### src/tcte_pkg.sv
// ----------------------------------------------------------------------------
// tcte_pkg
// Shared types and constants of the TCP connection table engine.
// ----------------------------------------------------------------------------
package tcte_pkg;

   localparam int NUM_SLOTS_DEF = 16;
   localparam logic [15:0] PORT_START = 16'd49152;
   localparam logic [31:0] ISN_RESET = 32'd1000;
   localparam logic [15:0] WIN_RESET = 16'd8192;
   localparam logic [15:0] MIN_SEG = 16'd20;
   localparam int Q_DEPTH = 2;

   localparam logic [2:0] OP_ALLOC = 3'd0;
   localparam logic [2:0] OP_CONNECT = 3'd1;
   localparam logic [2:0] OP_SEND = 3'd2;
   localparam logic [2:0] OP_CLOSE = 3'd3;
   localparam logic [2:0] OP_RECV = 3'd4;
   localparam logic [2:0] OP_TIMEOUT = 3'd5;

   localparam logic [2:0] ST_CLOSED = 3'd0;
   localparam logic [2:0] ST_SYN_SENT = 3'd1;
   localparam logic [2:0] ST_ESTAB = 3'd2;
   localparam logic [2:0] ST_LAST_ACK = 3'd5;

   localparam logic [2:0] RS_OK = 3'd0;
   localparam logic [2:0] RS_NO_FREE = 3'd1;
   localparam logic [2:0] RS_BAD_STATE = 3'd2;
   localparam logic [2:0] RS_NO_MATCH = 3'd3;
   localparam logic [2:0] RS_SHORT = 3'd4;
   localparam logic [2:0] RS_IGNORED = 3'd5;

   localparam logic [7:0] FL_FIN = 8'h01;
   localparam logic [7:0] FL_SYN = 8'h02;
   localparam logic [7:0] FL_PSH = 8'h08;
   localparam logic [7:0] FL_ACK = 8'h10;

   localparam logic [0:0] CFG_ISN = 1'b0;
   localparam logic [0:0] CFG_WIN = 1'b1;

   localparam int REQ_W = 3 + 4 + 32 + 16 + 16 + 32 + 8 + 4 + 16;

   typedef struct packed {
      logic [15:0] length;
      logic [3:0]  data_offset;
      logic [7:0]  seg_flags;
      logic [31:0] seg_seq;
      logic [15:0] own_port;
      logic [15:0] peer_port;
      logic [31:0] peer_ip;
      logic [3:0]  slot;
      logic [2:0]  opcode;
   } req_type;

   typedef struct packed {
      logic [15:0] payload_len;
      logic [15:0] tx_window;
      logic [31:0] tx_dst_ip;
      logic [15:0] tx_dst_port;
      logic [15:0] tx_src_port;
      logic [31:0] tx_ack;
      logic [31:0] tx_seq;
      logic [7:0]  tx_flags;
      logic [2:0]  status;
      logic [3:0]  slot_out;
   } rsp_type;

endpackage

### src/tcte_front.sv
// ----------------------------------------------------------------------------
// tcte_front
// Input queue: accepts request words and holds them for the engine.
// ----------------------------------------------------------------------------
module tcte_front (
   input  logic              clock,
   input  logic              reset,
   input  logic              in_valid,
   output logic              in_ready,
   input  tcte_pkg::req_type in_word,
   output logic              out_valid,
   input  logic              out_ready,
   output tcte_pkg::req_type out_word
);
   localparam int Q_DEPTH = tcte_pkg::Q_DEPTH;

   tcte_pkg::req_type q_ff [Q_DEPTH];
   logic rd_ff, rd_in, wr_ff, wr_in;
   logic [1:0] cnt_ff, cnt_in;
   logic push, pop;

   assign in_ready = (cnt_ff != 2'd2);
   assign out_valid = (cnt_ff != 2'd0);
   assign out_word = q_ff[rd_ff];
   assign push = in_valid && in_ready;
   assign pop = out_valid && out_ready;

   always_comb begin
      rd_in = pop ? ~rd_ff : rd_ff;
      wr_in = push ? ~wr_ff : wr_ff;
      cnt_in = cnt_ff + {1'b0, push} - {1'b0, pop};
   end

   always_ff @(posedge clock) begin
      if (reset) begin
         rd_ff <= 1'b0;
         wr_ff <= 1'b0;
         cnt_ff <= 2'd0;
      end else begin
         rd_ff <= rd_in;
         wr_ff <= wr_in;
         cnt_ff <= cnt_in;
      end
      if (push) begin
         q_ff[wr_ff] <= in_word;
      end
   end
endmodule

### src/tcte_engine.sv
// ----------------------------------------------------------------------------
// tcte_engine
// Connection table and sequencer: search, update and emit result words.
// ----------------------------------------------------------------------------
module tcte_engine #(
   parameter int NUM_SLOTS = tcte_pkg::NUM_SLOTS_DEF
) (
   input  logic              clock,
   input  logic              reset,
   input  logic              in_valid,
   output logic              in_ready,
   input  tcte_pkg::req_type in_word,
   input  logic [31:0]       isn,
   input  logic [15:0]       win,
   output logic              rsp_valid,
   input  logic              rsp_ready,
   output tcte_pkg::rsp_type rsp_word,
   output logic              rsp_kind,
   output logic              rsp_last
);
   localparam int SW = (NUM_SLOTS > 1) ? $clog2(NUM_SLOTS) : 1;
   localparam int CW = $clog2(NUM_SLOTS + 1);

   typedef enum logic [4:0] {
      S_IDLE = 5'b00001,
      S_SCAN = 5'b00010,
      S_EXEC = 5'b00100,
      S_EMIT = 5'b01000,
      S_DONE = 5'b10000
   } state_type;

   state_type st_ff, st_in;
   tcte_pkg::req_type req_ff;
   logic [CW-1:0] idx_ff, idx_in;
   logic found_ff, found_in;
   logic [SW-1:0] hit_ff, hit_in;

   logic used_ff [NUM_SLOTS];
   logic [2:0] cst_ff [NUM_SLOTS];
   logic [31:0] raddr_ff [NUM_SLOTS];
   logic [15:0] lport_ff [NUM_SLOTS];
   logic [15:0] rport_ff [NUM_SLOTS];
   logic [31:0] sseq_ff [NUM_SLOTS];
   logic [31:0] rack_ff [NUM_SLOTS];
   logic [15:0] nport_ff;

   // pending results: up to two segments then status
   logic [1:0] nseg_ff;
   logic [7:0] f0_ff, f1_ff;
   logic [31:0] seq0_ff, seq1_ff, ack_ff;
   logic [3:0] os_ff;
   logic [2:0] ost_ff;
   logic [15:0] oport_ff, plen_ff;
   logic [15:0] dport_ff;
   logic [31:0] dip_ff;
   logic [15:0] sport_ff;
   logic [1:0] k_ff;

   logic [SW-1:0] sc;
   logic [SW-1:0] ssel;
   logic [SW-1:0] upd;
   logic scan_hit, in_rng;
   logic [15:0] hlen, dlen;
   logic [31:0] seqp1, seqpd;

   logic [1:0] nseg_in;
   logic [7:0] f0_in, f1_in;
   logic [31:0] ack_in, dip_in, sseq_val, rack_val;
   logic [3:0] os_in;
   logic [2:0] ost_in, cst_val;
   logic [15:0] oport_in, plen_in, dport_in;
   logic used_we, used_val, cst_we, lport_we, sseq_we, rack_we, rmt_we, nport_we;

   assign in_ready = (st_ff == S_IDLE);
   assign sc = idx_ff[SW-1:0];
   assign ssel = req_ff.opcode == tcte_pkg::OP_RECV ? hit_ff : SW'(req_ff.slot);
   assign upd = req_ff.opcode == tcte_pkg::OP_ALLOC ? hit_ff : ssel;
   assign in_rng = ({28'd0, req_ff.slot} < 32'(NUM_SLOTS));
   assign scan_hit = (idx_ff < CW'(NUM_SLOTS)) && (req_ff.opcode == tcte_pkg::OP_ALLOC ?
      !used_ff[sc] : (used_ff[sc] && raddr_ff[sc] == req_ff.peer_ip &&
      rport_ff[sc] == req_ff.peer_port && lport_ff[sc] == req_ff.own_port));
   assign hlen = {10'd0, req_ff.data_offset, 2'b00};
   assign dlen = (req_ff.length > hlen) ? req_ff.length - hlen : 16'd0;
   assign seqp1 = req_ff.seg_seq + 32'd1;
   assign seqpd = req_ff.seg_seq + {16'd0, dlen};

   always_comb begin
      st_in = st_ff;
      idx_in = idx_ff;
      found_in = found_ff;
      hit_in = hit_ff;
      case (st_ff)
         S_IDLE: begin
            idx_in = '0;
            found_in = 1'b0;
            if (in_valid) st_in = S_SCAN;
         end
         S_SCAN: begin
            if (req_ff.opcode != tcte_pkg::OP_ALLOC && req_ff.opcode != tcte_pkg::OP_RECV) begin
               st_in = S_EXEC;
            end else if (scan_hit) begin
               found_in = 1'b1;
               hit_in = sc;
               st_in = S_EXEC;
            end else if (idx_ff >= CW'(NUM_SLOTS)) begin
               st_in = S_EXEC;
            end else begin
               idx_in = idx_ff + CW'(1);
            end
         end
         S_EXEC: st_in = S_EMIT;
         S_EMIT: if (rsp_ready && k_ff == nseg_ff) st_in = S_IDLE;
         default: st_in = S_IDLE;
      endcase
   end

   // decide results and table updates of the current request
   always_comb begin
      nseg_in = 2'd0;
      f0_in = '0;
      f1_in = '0;
      ack_in = rack_ff[ssel];
      os_in = req_ff.slot;
      ost_in = tcte_pkg::RS_OK;
      oport_in = '0;
      plen_in = '0;
      dip_in = raddr_ff[ssel];
      dport_in = rport_ff[ssel];
      used_we = 1'b0;
      used_val = 1'b0;
      cst_we = 1'b0;
      cst_val = tcte_pkg::ST_CLOSED;
      lport_we = 1'b0;
      sseq_we = 1'b0;
      sseq_val = sseq_ff[ssel];
      rack_we = 1'b0;
      rack_val = seqp1;
      rmt_we = 1'b0;
      nport_we = 1'b0;
      case (req_ff.opcode)
         tcte_pkg::OP_ALLOC: begin
            if (found_ff) begin
               used_we = 1'b1;
               used_val = 1'b1;
               cst_we = 1'b1;
               cst_val = tcte_pkg::ST_CLOSED;
               lport_we = 1'b1;
               sseq_we = 1'b1;
               sseq_val = isn;
               nport_we = 1'b1;
               os_in = 4'(hit_ff);
               oport_in = nport_ff;
            end else begin
               os_in = '0;
               ost_in = tcte_pkg::RS_NO_FREE;
            end
         end
         tcte_pkg::OP_RECV: begin
            os_in = 4'(hit_ff);
            ost_in = tcte_pkg::RS_IGNORED;
            if (req_ff.length < tcte_pkg::MIN_SEG) begin
               os_in = '0;
               ost_in = tcte_pkg::RS_SHORT;
            end else if (!found_ff) begin
               os_in = '0;
               ost_in = tcte_pkg::RS_NO_MATCH;
            end else if (cst_ff[hit_ff] == tcte_pkg::ST_SYN_SENT) begin
               if ((req_ff.seg_flags & tcte_pkg::FL_SYN) != 0 &&
                   (req_ff.seg_flags & tcte_pkg::FL_ACK) != 0) begin
                  rack_we = 1'b1;
                  rack_val = seqp1;
                  ack_in = seqp1;
                  cst_we = 1'b1;
                  cst_val = tcte_pkg::ST_ESTAB;
                  nseg_in = 2'd1;
                  f0_in = tcte_pkg::FL_ACK;
                  ost_in = tcte_pkg::RS_OK;
               end
            end else if (cst_ff[hit_ff] == tcte_pkg::ST_ESTAB) begin
               if ((req_ff.seg_flags & tcte_pkg::FL_FIN) != 0) begin
                  rack_we = 1'b1;
                  rack_val = seqp1;
                  ack_in = seqp1;
                  sseq_we = 1'b1;
                  sseq_val = sseq_ff[hit_ff] + 32'd1;
                  cst_we = 1'b1;
                  cst_val = tcte_pkg::ST_LAST_ACK;
                  nseg_in = 2'd2;
                  f0_in = tcte_pkg::FL_ACK;
                  f1_in = tcte_pkg::FL_FIN | tcte_pkg::FL_ACK;
                  ost_in = tcte_pkg::RS_OK;
               end else if ((req_ff.seg_flags & tcte_pkg::FL_ACK) != 0 &&
                            dlen != 0) begin
                  rack_we = 1'b1;
                  rack_val = seqpd;
                  ack_in = seqpd;
                  nseg_in = 2'd1;
                  f0_in = tcte_pkg::FL_ACK;
                  plen_in = dlen;
                  ost_in = tcte_pkg::RS_OK;
               end
            end else if (cst_ff[hit_ff] == tcte_pkg::ST_LAST_ACK) begin
               if ((req_ff.seg_flags & tcte_pkg::FL_ACK) != 0) begin
                  cst_we = 1'b1;
                  cst_val = tcte_pkg::ST_CLOSED;
                  ost_in = tcte_pkg::RS_OK;
               end
            end
         end
         tcte_pkg::OP_CONNECT, tcte_pkg::OP_SEND, tcte_pkg::OP_CLOSE,
         tcte_pkg::OP_TIMEOUT: begin
            if (!in_rng) begin
               ost_in = tcte_pkg::RS_BAD_STATE;
            end else if (req_ff.opcode == tcte_pkg::OP_CONNECT) begin
               if (!used_ff[ssel] || cst_ff[ssel] != tcte_pkg::ST_CLOSED) begin
                  ost_in = tcte_pkg::RS_BAD_STATE;
               end else begin
                  rmt_we = 1'b1;
                  dip_in = req_ff.peer_ip;
                  dport_in = req_ff.peer_port;
                  cst_we = 1'b1;
                  cst_val = tcte_pkg::ST_SYN_SENT;
                  sseq_we = 1'b1;
                  sseq_val = sseq_ff[ssel] + 32'd1;
                  ack_in = '0;
                  nseg_in = 2'd1;
                  f0_in = tcte_pkg::FL_SYN;
               end
            end else if (req_ff.opcode == tcte_pkg::OP_SEND) begin
               if (cst_ff[ssel] != tcte_pkg::ST_ESTAB) begin
                  ost_in = tcte_pkg::RS_BAD_STATE;
               end else begin
                  sseq_we = 1'b1;
                  sseq_val = sseq_ff[ssel] + {16'd0, req_ff.length};
                  nseg_in = 2'd1;
                  f0_in = tcte_pkg::FL_PSH | tcte_pkg::FL_ACK;
               end
            end else if (req_ff.opcode == tcte_pkg::OP_CLOSE) begin
               if (cst_ff[ssel] == tcte_pkg::ST_ESTAB) begin
                  sseq_we = 1'b1;
                  sseq_val = sseq_ff[ssel] + 32'd1;
                  nseg_in = 2'd1;
                  f0_in = tcte_pkg::FL_FIN | tcte_pkg::FL_ACK;
               end
               used_we = 1'b1;
               used_val = 1'b0;
               cst_we = 1'b1;
               cst_val = tcte_pkg::ST_CLOSED;
            end else begin
               if (cst_ff[ssel] != tcte_pkg::ST_SYN_SENT) begin
                  ost_in = tcte_pkg::RS_BAD_STATE;
               end else begin
                  cst_we = 1'b1;
                  cst_val = tcte_pkg::ST_CLOSED;
               end
            end
         end
         default: ost_in = tcte_pkg::RS_IGNORED;
      endcase
   end

   always_ff @(posedge clock) begin
      if (reset) begin
         st_ff <= S_IDLE;
         nport_ff <= tcte_pkg::PORT_START;
         for (int i = 0; i < NUM_SLOTS; i++) begin
            used_ff[i] <= 1'b0;
            cst_ff[i] <= tcte_pkg::ST_CLOSED;
         end
         k_ff <= 2'd0;
      end else begin
         st_ff <= st_in;
         idx_ff <= idx_in;
         found_ff <= found_in;
         hit_ff <= hit_in;
         if (st_ff == S_IDLE && in_valid) req_ff <= in_word;
         if (st_ff == S_EMIT && rsp_ready) k_ff <= k_ff + 2'd1;
         if (st_ff == S_EXEC) begin
            k_ff <= 2'd0;
            nseg_ff <= nseg_in;
            os_ff <= os_in;
            ost_ff <= ost_in;
            oport_ff <= oport_in;
            plen_ff <= plen_in;
            ack_ff <= ack_in;
            seq0_ff <= sseq_ff[ssel];
            seq1_ff <= sseq_ff[ssel];
            sport_ff <= lport_ff[ssel];
            dport_ff <= dport_in;
            dip_ff <= dip_in;
            f0_ff <= f0_in;
            f1_ff <= f1_in;
            if (used_we) used_ff[upd] <= used_val;
            if (cst_we) cst_ff[upd] <= cst_val;
            if (lport_we) lport_ff[upd] <= nport_ff;
            if (sseq_we) sseq_ff[upd] <= sseq_val;
            if (rack_we) rack_ff[upd] <= rack_val;
            if (rmt_we) begin
               raddr_ff[upd] <= req_ff.peer_ip;
               rport_ff[upd] <= req_ff.peer_port;
            end
            if (nport_we) nport_ff <= nport_ff + 16'd1;
         end
      end
   end

   always_comb begin
      rsp_valid = (st_ff == S_EMIT);
      rsp_last = (k_ff == nseg_ff);
      rsp_kind = !rsp_last;
      rsp_word = '0;
      rsp_word.slot_out = os_ff;
      if (rsp_last) begin
         rsp_word.status = ost_ff;
         rsp_word.tx_src_port = oport_ff;
         rsp_word.payload_len = plen_ff;
      end else begin
         rsp_word.tx_flags = (k_ff == 2'd0) ? f0_ff : f1_ff;
         rsp_word.tx_seq = (k_ff == 2'd0) ? seq0_ff : seq1_ff;
         rsp_word.tx_ack = ack_ff;
         rsp_word.tx_src_port = sport_ff;
         rsp_word.tx_dst_port = dport_ff;
         rsp_word.tx_dst_ip = dip_ff;
         rsp_word.tx_window = win;
      end
   end
endmodule

### src/tcp_connection_table_engine_unit.sv
// ----------------------------------------------------------------------------
// tcp_connection_table_engine_unit
// TCP connection table with a request queue in front of the table engine.
// ----------------------------------------------------------------------------
// Allocate and receive run a sequential table search that stops at the first
// fitting slot and walks every slot when nothing fits; the other operations
// address their slot directly. A two-entry queue takes new requests while the
// engine works. Each request gives 1 to 3 result words, the last being the
// status word with tlast set.
module tcp_connection_table_engine_unit #(
   parameter int NUM_SLOTS = tcte_pkg::NUM_SLOTS_DEF
) (
   input  logic         clock,
   input  logic         reset,
   input  logic         req_tvalid,
   output logic         req_tready,
   // opcode, slot, peer_ip, peer_port, own_port, seg_seq, seg_flags,
   // data_offset, length, 5 zero pad bits
   input  logic [135:0] req_tdata,
   output logic         rsp_tvalid,
   input  logic         rsp_tready,
   // slot_out, status, tx_flags, tx_seq, tx_ack, tx_src_port, tx_dst_port,
   // tx_dst_ip, tx_window, payload_len, 1 zero pad bit
   output logic [175:0] rsp_tdata,
   output logic         rsp_tuser, // kind
   output logic         rsp_tlast,
   input  logic         csr_valid,
   output logic         csr_ready,
   input  logic         csr_index,
   input  logic [31:0]  csr_data
);
   tcte_pkg::req_type qw, iw;
   tcte_pkg::rsp_type ow;
   logic qv, qr;
   logic [31:0] isn_ff;
   logic [15:0] win_ff;

   assign iw = req_tdata[tcte_pkg::REQ_W-1:0];
   assign csr_ready = 1'b1;
   assign rsp_tdata = {1'b0, ow};

   always_ff @(posedge clock) begin
      if (reset) begin
         isn_ff <= tcte_pkg::ISN_RESET;
         win_ff <= tcte_pkg::WIN_RESET;
      end else if (csr_valid) begin
         case (csr_index)
            tcte_pkg::CFG_ISN: isn_ff <= csr_data;
            tcte_pkg::CFG_WIN: win_ff <= csr_data[15:0];
            default: ;
         endcase
      end
   end

   tcte_front u_front (
      .clock(clock), .reset(reset),
      .in_valid(req_tvalid), .in_ready(req_tready), .in_word(iw),
      .out_valid(qv), .out_ready(qr), .out_word(qw)
   );

   tcte_engine #(.NUM_SLOTS(NUM_SLOTS)) u_engine (
      .clock(clock), .reset(reset),
      .in_valid(qv), .in_ready(qr), .in_word(qw),
      .isn(isn_ff), .win(win_ff),
      .rsp_valid(rsp_tvalid), .rsp_ready(rsp_tready), .rsp_word(ow),
      .rsp_kind(rsp_tuser), .rsp_last(rsp_tlast)
   );
endmodule

### config.mk
export PLATFORM = sky130hd
export DESIGN_NAME = tcp_connection_table_engine_unit
export DESIGN_NICKNAME = d
export VERILOG_FILES = /design/src/tcte_pkg.sv /design/src/tcte_front.sv /design/src/tcte_engine.sv /design/src/tcp_connection_table_engine_unit.sv
export SDC_FILE = /design/constraint.sdc
export NUM_CORES = 2
export LEC_CHECK = 0
export ABC_CLOCK_PERIOD_IN_PS = 24000
export BUFFER_PORTS_ARGS = -buffer_cell sky130_fd_sc_hd__clkbuf_2
export CAP_MARGIN = 20
export CORE_UTILIZATION = 57
export DETAILED_ROUTE_END_ITERATION = 6
export PLACE_DENSITY = 0.76
export SYNTH_ARGS = -nofsm -noshare
export SYNTH_HDL_FRONTEND = slang
export SYNTH_HIERARCHICAL = 1
export SYNTH_SLANG_ARGS = --single-unit
### constraint.sdc
create_clock -name clock -period 24 [get_ports clock]
set_clock_uncertainty 0.2 [all_clocks]
set_input_delay 2.4 -clock clock [delete_from_list [all_inputs] [get_ports clock]]
set_output_delay 2.4 -clock clock [all_outputs]
set_load 0.01 [all_outputs]
# == Word level (Yosys, flattened, before mapping) ==
# Memories as Yosys holds them, arrays and structs flattened. A register that Yosys moved wholly into a read port is not among the register bits.
# Cells that the tools add are included.
# word_totals
register_bits,254
mem_bits_rw,2374
output_inout_bits,181
elab_cells,316
n_memories,8
# memory_table
memory,depth,width,read_ports,rd_clocked_by_memory_dff,write_ports,line,text
u_engine.rack_ff,16,32,1,0,1,tcte_engine.sv:44,logic [31:0] rack_ff [NUM_SLOTS];
u_engine.raddr_ff,16,32,2,1,1,tcte_engine.sv:40,logic [31:0] raddr_ff [NUM_SLOTS];
u_engine.sseq_ff,16,32,2,1,1,tcte_engine.sv:43,logic [31:0] sseq_ff [NUM_SLOTS];
u_front.q_ff,2,131,1,1,1,tcte_front.sv:17,tcte_pkg::req_type q_ff [Q_DEPTH];
u_engine.lport_ff,16,16,2,2,1,tcte_engine.sv:41,logic [15:0] lport_ff [NUM_SLOTS];
u_engine.rport_ff,16,16,2,1,1,tcte_engine.sv:42,logic [15:0] rport_ff [NUM_SLOTS];
2 more memories,n/a,n/a,n/a,n/a,n/a,n/a,
# classes
add_sub_neg,11
order_cmp,4
eq_ne,28
n_mux,196
bitwise,9
n_reduce_logical,38
# ops
op,n
$mux W32,31
$add A32 B1 Y32 const B,3
$mux W16,6
$pmux W32 S3,1
$mux W1,78
$mux W72,1
$mux W5,14
$add A32 B16 Y32,2
$mux W64,1
$mux W8,8
$pmux W32 S2,1
$mux W3,19
$mux W4,12
$eq A16 B16 Y1,2
$eq A32 B32 Y1,1
$mux W2,13
$pmux W5 S4,1
$add A16 B1 Y16 const B,1
$gt A16 B6 Y1,1
$lt A16 B5 Y1 const B,1
$pmux W8 S2,1
$reduce_bool A16 Y1,1
$sub A16 B6 Y16,1
$eq A3 B2 Y1 const B,4
other kinds (44),82

# == Logic depth before layout (Yosys ltp) ==
# logic_depth
depth_word,15
depth_mapped,27
mapped_depth_nobuf,22

# == Cells and area by module ==
# The synthesis kept the hierarchy.
# modules_own_cells
mod,n_inst,cells_per_inst,area_per_inst_um2,seq_area_each_um2
tcte_engine,1,7183,116566.8,73330.3
tcte_front,1,432,10055.9,7967.6
tcp_connection_table_engine_unit,1,207,2124.5,960.9

# == Least setup slack after synthesis ==
# No wires, ideal clock.
# synth_timing
path_kind,input -> register
from,input port reset
to,"memory u_engine.raddr_ff[0][0], enable pin"
setup_time_ns,0.454
t_arrival_ns,10.856
required_ns,23.346
setup_slack_ns,12.490
stages,6
cell_sequence,clkbuf_1 > nor2b_1 > clkbuf_1 > nand2_1 > clkbuf_1 > nor2_1
# synth_between
elab_chain_cells,2
# synth_lines
element,line,text
from (decl),tcp_connection_table_engine_unit.sv:14,"input logic reset,"
$mux W1,tcte_engine.sv:263,if (reset) begin
$mux W1 (implied by the code),tcte_engine.sv:299,raddr_ff[upd] <= req_ff.peer_ip;
to (decl),tcte_engine.sv:40,
# No other way between the ends.

# == Worst setup path after layout ==
# layout_timing
from,register u_engine/req_ff[0] (netlist bit)
to,memory u_engine.sseq_ff[15][18] (data pin)
# layout_between
elab_chain_cells,9
word_cells_on_any_way,31
# layout_lines
element,line,text
from (decl),tcte_engine.sv:33,tcte_pkg::req_type req_ff;
from (signal assigned),tcte_engine.sv:276,if (st_ff == S_IDLE && in_valid) req_ff <= in_word;
$eq A3 B3 Y1,"tcte_engine.sv:76, tcte_engine.sv:140",
$mux W4,tcte_engine.sv:76,assign ssel = req_ff.opcode == tcte_pkg::OP_RECV ? hit_ff : SW'(req_ff.slot);
$mem_v2 Z16 W32 / $mem_v2 Z16 W3 (equally long branches),n/a,
$add A32 B1 Y32 (tied with other cells),"tcte_engine.sv:224, tcte_engine.sv:241",
$mux W32 (on tied branches),"tcte_engine.sv:239, tcte_engine.sv:179",
$mux W32 (on tied branches),"tcte_engine.sv:238, tcte_engine.sv:167",
$mux W32 (on tied branches),"tcte_engine.sv:229, tcte_engine.sv:164",
$mux W32 (on tied branches),"tcte_engine.sv:214, tcte_engine.sv:161",
$pmux W32 S3 (*),tcte_engine.sv:140,case (req_ff.opcode)
via u_engine.sseq_val[18],tcte_engine.sv:68,"logic [31:0] ack_in, dip_in, sseq_val, rack_val;"
to (decl),tcte_engine.sv:43,
# Mark *: on every way through the listed nets, which the timed path passes. The rest lies on a longest branch.

==> impl_results.md <==
- TNS Setup: 0 ns
- Chip Height: 477 um
- Number of gates resized after CTS: 0
- Final weighted congestion of routability-driven global placement: 0.956
- Failing checks: DRC
- Vias per cell: 7.03
- Critical R2R Capture: u_engine/sseq_ff[15][18]
- Count of pins over their slew limit: 0
- Commonest cells after routing, fill and taps aside: 2674 x edfxtp_1, 913 x mux4_2, 769 x nand2_1
- Crit-path cells: buf_4 > or3b_4 > a21o_4 > buf_4 > buf_4 > mux4_2 > a22oi_1 > and3_1 > inv_1 > ha_1 > a21oi_1 > o21ai_0 > a2111oi_0 > nor3_1 > o41ai_2 > nor2_1 > a31oi_1 > a211oi_2 > xnor2_1 > o21ai_1
- Final nets: 8365
- Worst slew margin relative to its limit: 0.217
- CP Launch Point: u_engine/req_ff[0]
- Cts bufs inserted: 297
- Commonest non-fill, non-tap cell in the layout: edfxtp_1
- Mapped Cells: 7807
- GR Overflow Total: 0
- Area growth syn-to-layout: 11.4%
- Final Hold Viols: 0
- Vias in the first global route: 78200
- Crit path launch type: flip-flop
- Antenna viol nets, final: 0
- Max Cap Viol: 0
- GR peak layer: met2
- Fraction of layout cells with a size suffix above 1: 0.265
- Worst-margin pin slew: 1.16 ns
- Worst Hold Class: flip-flop to flip-flop
- CP Class: flip-flop to flip-flop
- FF-to-FF setup slack: 14.30 ns
- Ys Warns: 6
- Global routing usage on met1: 0.444
- CTS sink count: roughly 2800
- Grt met3 use: 0.0766
- Worst setup EP type: flip-flop
- Antenna violations before repair: 24
- # Post-CTS Setup Buffers: 0
- Top Family by Delay on Critical Path: compound AO/OA/AOI/OAI gates
- Drt first-iter violations: 12400
- # IOs: 355
- Cell Rows: 173
- Port Buf Inserts: 338
- Pin count of the biggest net entering global routing: 147
- WHS Path Cells: 1
- Period utilisation layout: 0.404
- Final setup viols: 0
- CTS tree: done
- Min cycle time layout: 9.70 ns
- DRC: 1
- Final wirelength: roughly 370000 um
- Clk slew on worst S/H paths: around 0.060 ns
- Core Region: 0.223 mm2
- HP Start: win_ff[13]
- Average size of a mapped cell: roughly 16 um2
- Vias after detailed routing: 79700
- # fillers: 15100
- Initial core utilization: 0.576
- H-tree Lvls: 5
- Crit path largest cell delay: 0.88 ns
- Die area: 0.227 mm2
- First-pass GRT wire length: 537000 um
- Peak supply drop: 0.0000865 V
- Drt first pass iters: 7
- RSZ-0062 raised after global routing: no
- Synth Cell Area: 0.128 mm2
- Pleak: 47.9 nW
- CP bufs+invs: 4
- Worst path required time: ~24 ns
- P per Cell Area: 98.5 mW/mm2
- Die X-Extent: 477 um
- Status: finished, violations left
- GRT met2 Usage: 0.493
- WL/cell: 33.0 um
- Peak Freq: 0.103 GHz
- Crit-path most repeated cell: buf_4
- WP data arrival: 10.03 ns
- Hold_buf cts: 0
- Crit path max-delay cell type: buf_4
- Worst r2r src: u_engine/req_ff[0]
- Worst skew pair latency: 0.95 ns
- Utilization after layout: 0.642
- Hold EP: win_ff[13]
- Clk buf depth: 4
- CTS root buf: clkbuf_16
- GRT Total Usage: 0.326
- Detail Placement HPWL: 217000 um
- Worst-path maximum fanout: 47
- FF-to-FF path depth: 20
-- state kept, by name, summed over array words and instances, names as in the netlist, 5 cells and up, named ones only --
name,count
u_engine/rack_ff,512
u_engine/raddr_ff,512
u_engine/sseq_ff,512
u_engine/lport_ff,256
u_engine/rport_ff,256
u_front/q_ff,252
u_engine/req_ff,122
u_engine/cst_ff,48
isn_ff,32
u_engine/ack_ff,32
u_engine/dip_ff,32
u_engine/seq1_ff,32
u_engine/dport_ff,16
u_engine/nport_ff,16
u_engine/oport_ff,16
u_engine/plen_ff,16
u_engine/sport_ff,16
u_engine/used_ff,16
win_ff,16
u_engine/idx_ff,5
-- how the worst max path moves through the flow --
stage,to,slack (ns),cells past startpoint
2_1_floorplan,u_engine/raddr_ff[0][0],12.49,6
3_3_place_gp,u_engine/sseq_ff[0][22],14.44,20
3_5_place_dp,u_engine/sseq_ff[10][22],14.28,20
4_1_cts,u_engine/sseq_ff[1][22],14.25,20
5_1_grt,u_engine/sseq_ff[0][20],13.99,21
6_report,u_engine/sseq_ff[15][18],14.30,20
-- power by group --
group | internal [mW] | switching [mW] | leakage, nW | total [mW]
sequential | 5.77 | 0.210 | 25.0 | 5.98
combinational | 1.40 | 2.25 | 18.3 | 3.64
clock | 2.62 | 1.84 | 4.58 | 4.46
total | 9.79 | 4.29 | 47.9 | 14.1
-- per-stage QoR --
step / power, mW / hold slack [ns] / instance area [um2] / cells / setup slack, ns
finish: 14.1 / 0.256 / 143000 / 11300 / 14.30
global route: 14.5 / 0.275 / 143000 / 11300 / 13.99
CTS: 14.0 / 0.258 / 143000 / 11300 / 14.25
detailed placement: 9.59 / 0.243 / 133000 / 10800 / 14.28
global placement: 9.51 / 0.242 / 133000 / 10800 / 14.44
floorplan: 8.46 / 0.227 / 128000 / 7810 / 12.49
-- routing by layer --
| metal | vias to the layer above | routed length [um] |
|---|---|---|
| li1 | 32000 | - |
| met5 | - | 70 |
| met3 | 1127 | 48700 |
| met1 | 40200 | 133000 |
| met4 | 10 | 21300 |
| met2 | 6313 | 171000 |
-- worst register-to-register path: cells and delay by family (launching register included) --
| family | cells | cell delay, ns |
|---|---|---|
| buffers and inverters | 4 | 2.32 |
| XOR/XNOR | 1 | 0.17 |
| adder cells (fa/ha/maj) | 1 | 0.40 |
| AND/OR/NAND/NOR | 4 | 1.39 |
| AO/OA/AOI/OAI | 9 | 3.87 |
| flip-flops | 1 | 0.32 |
| multiplexers | 1 | 0.64 |
-- layout make-up --
cell class	count	area [um2]	share of cell area
multi-input cells	4383	43900	0.307
repair buffers	574	3580	0.0251
clock buffers	361	7860	0.0550
inverters	131	492	0.00344
clock inverters	142	1450	0.0102
diodes	13	32.5	0.000227
flip-flops and latches	2757	82000	0.573
well taps	2975	3720	0.0260
Power figures use the tool's default switching activity.
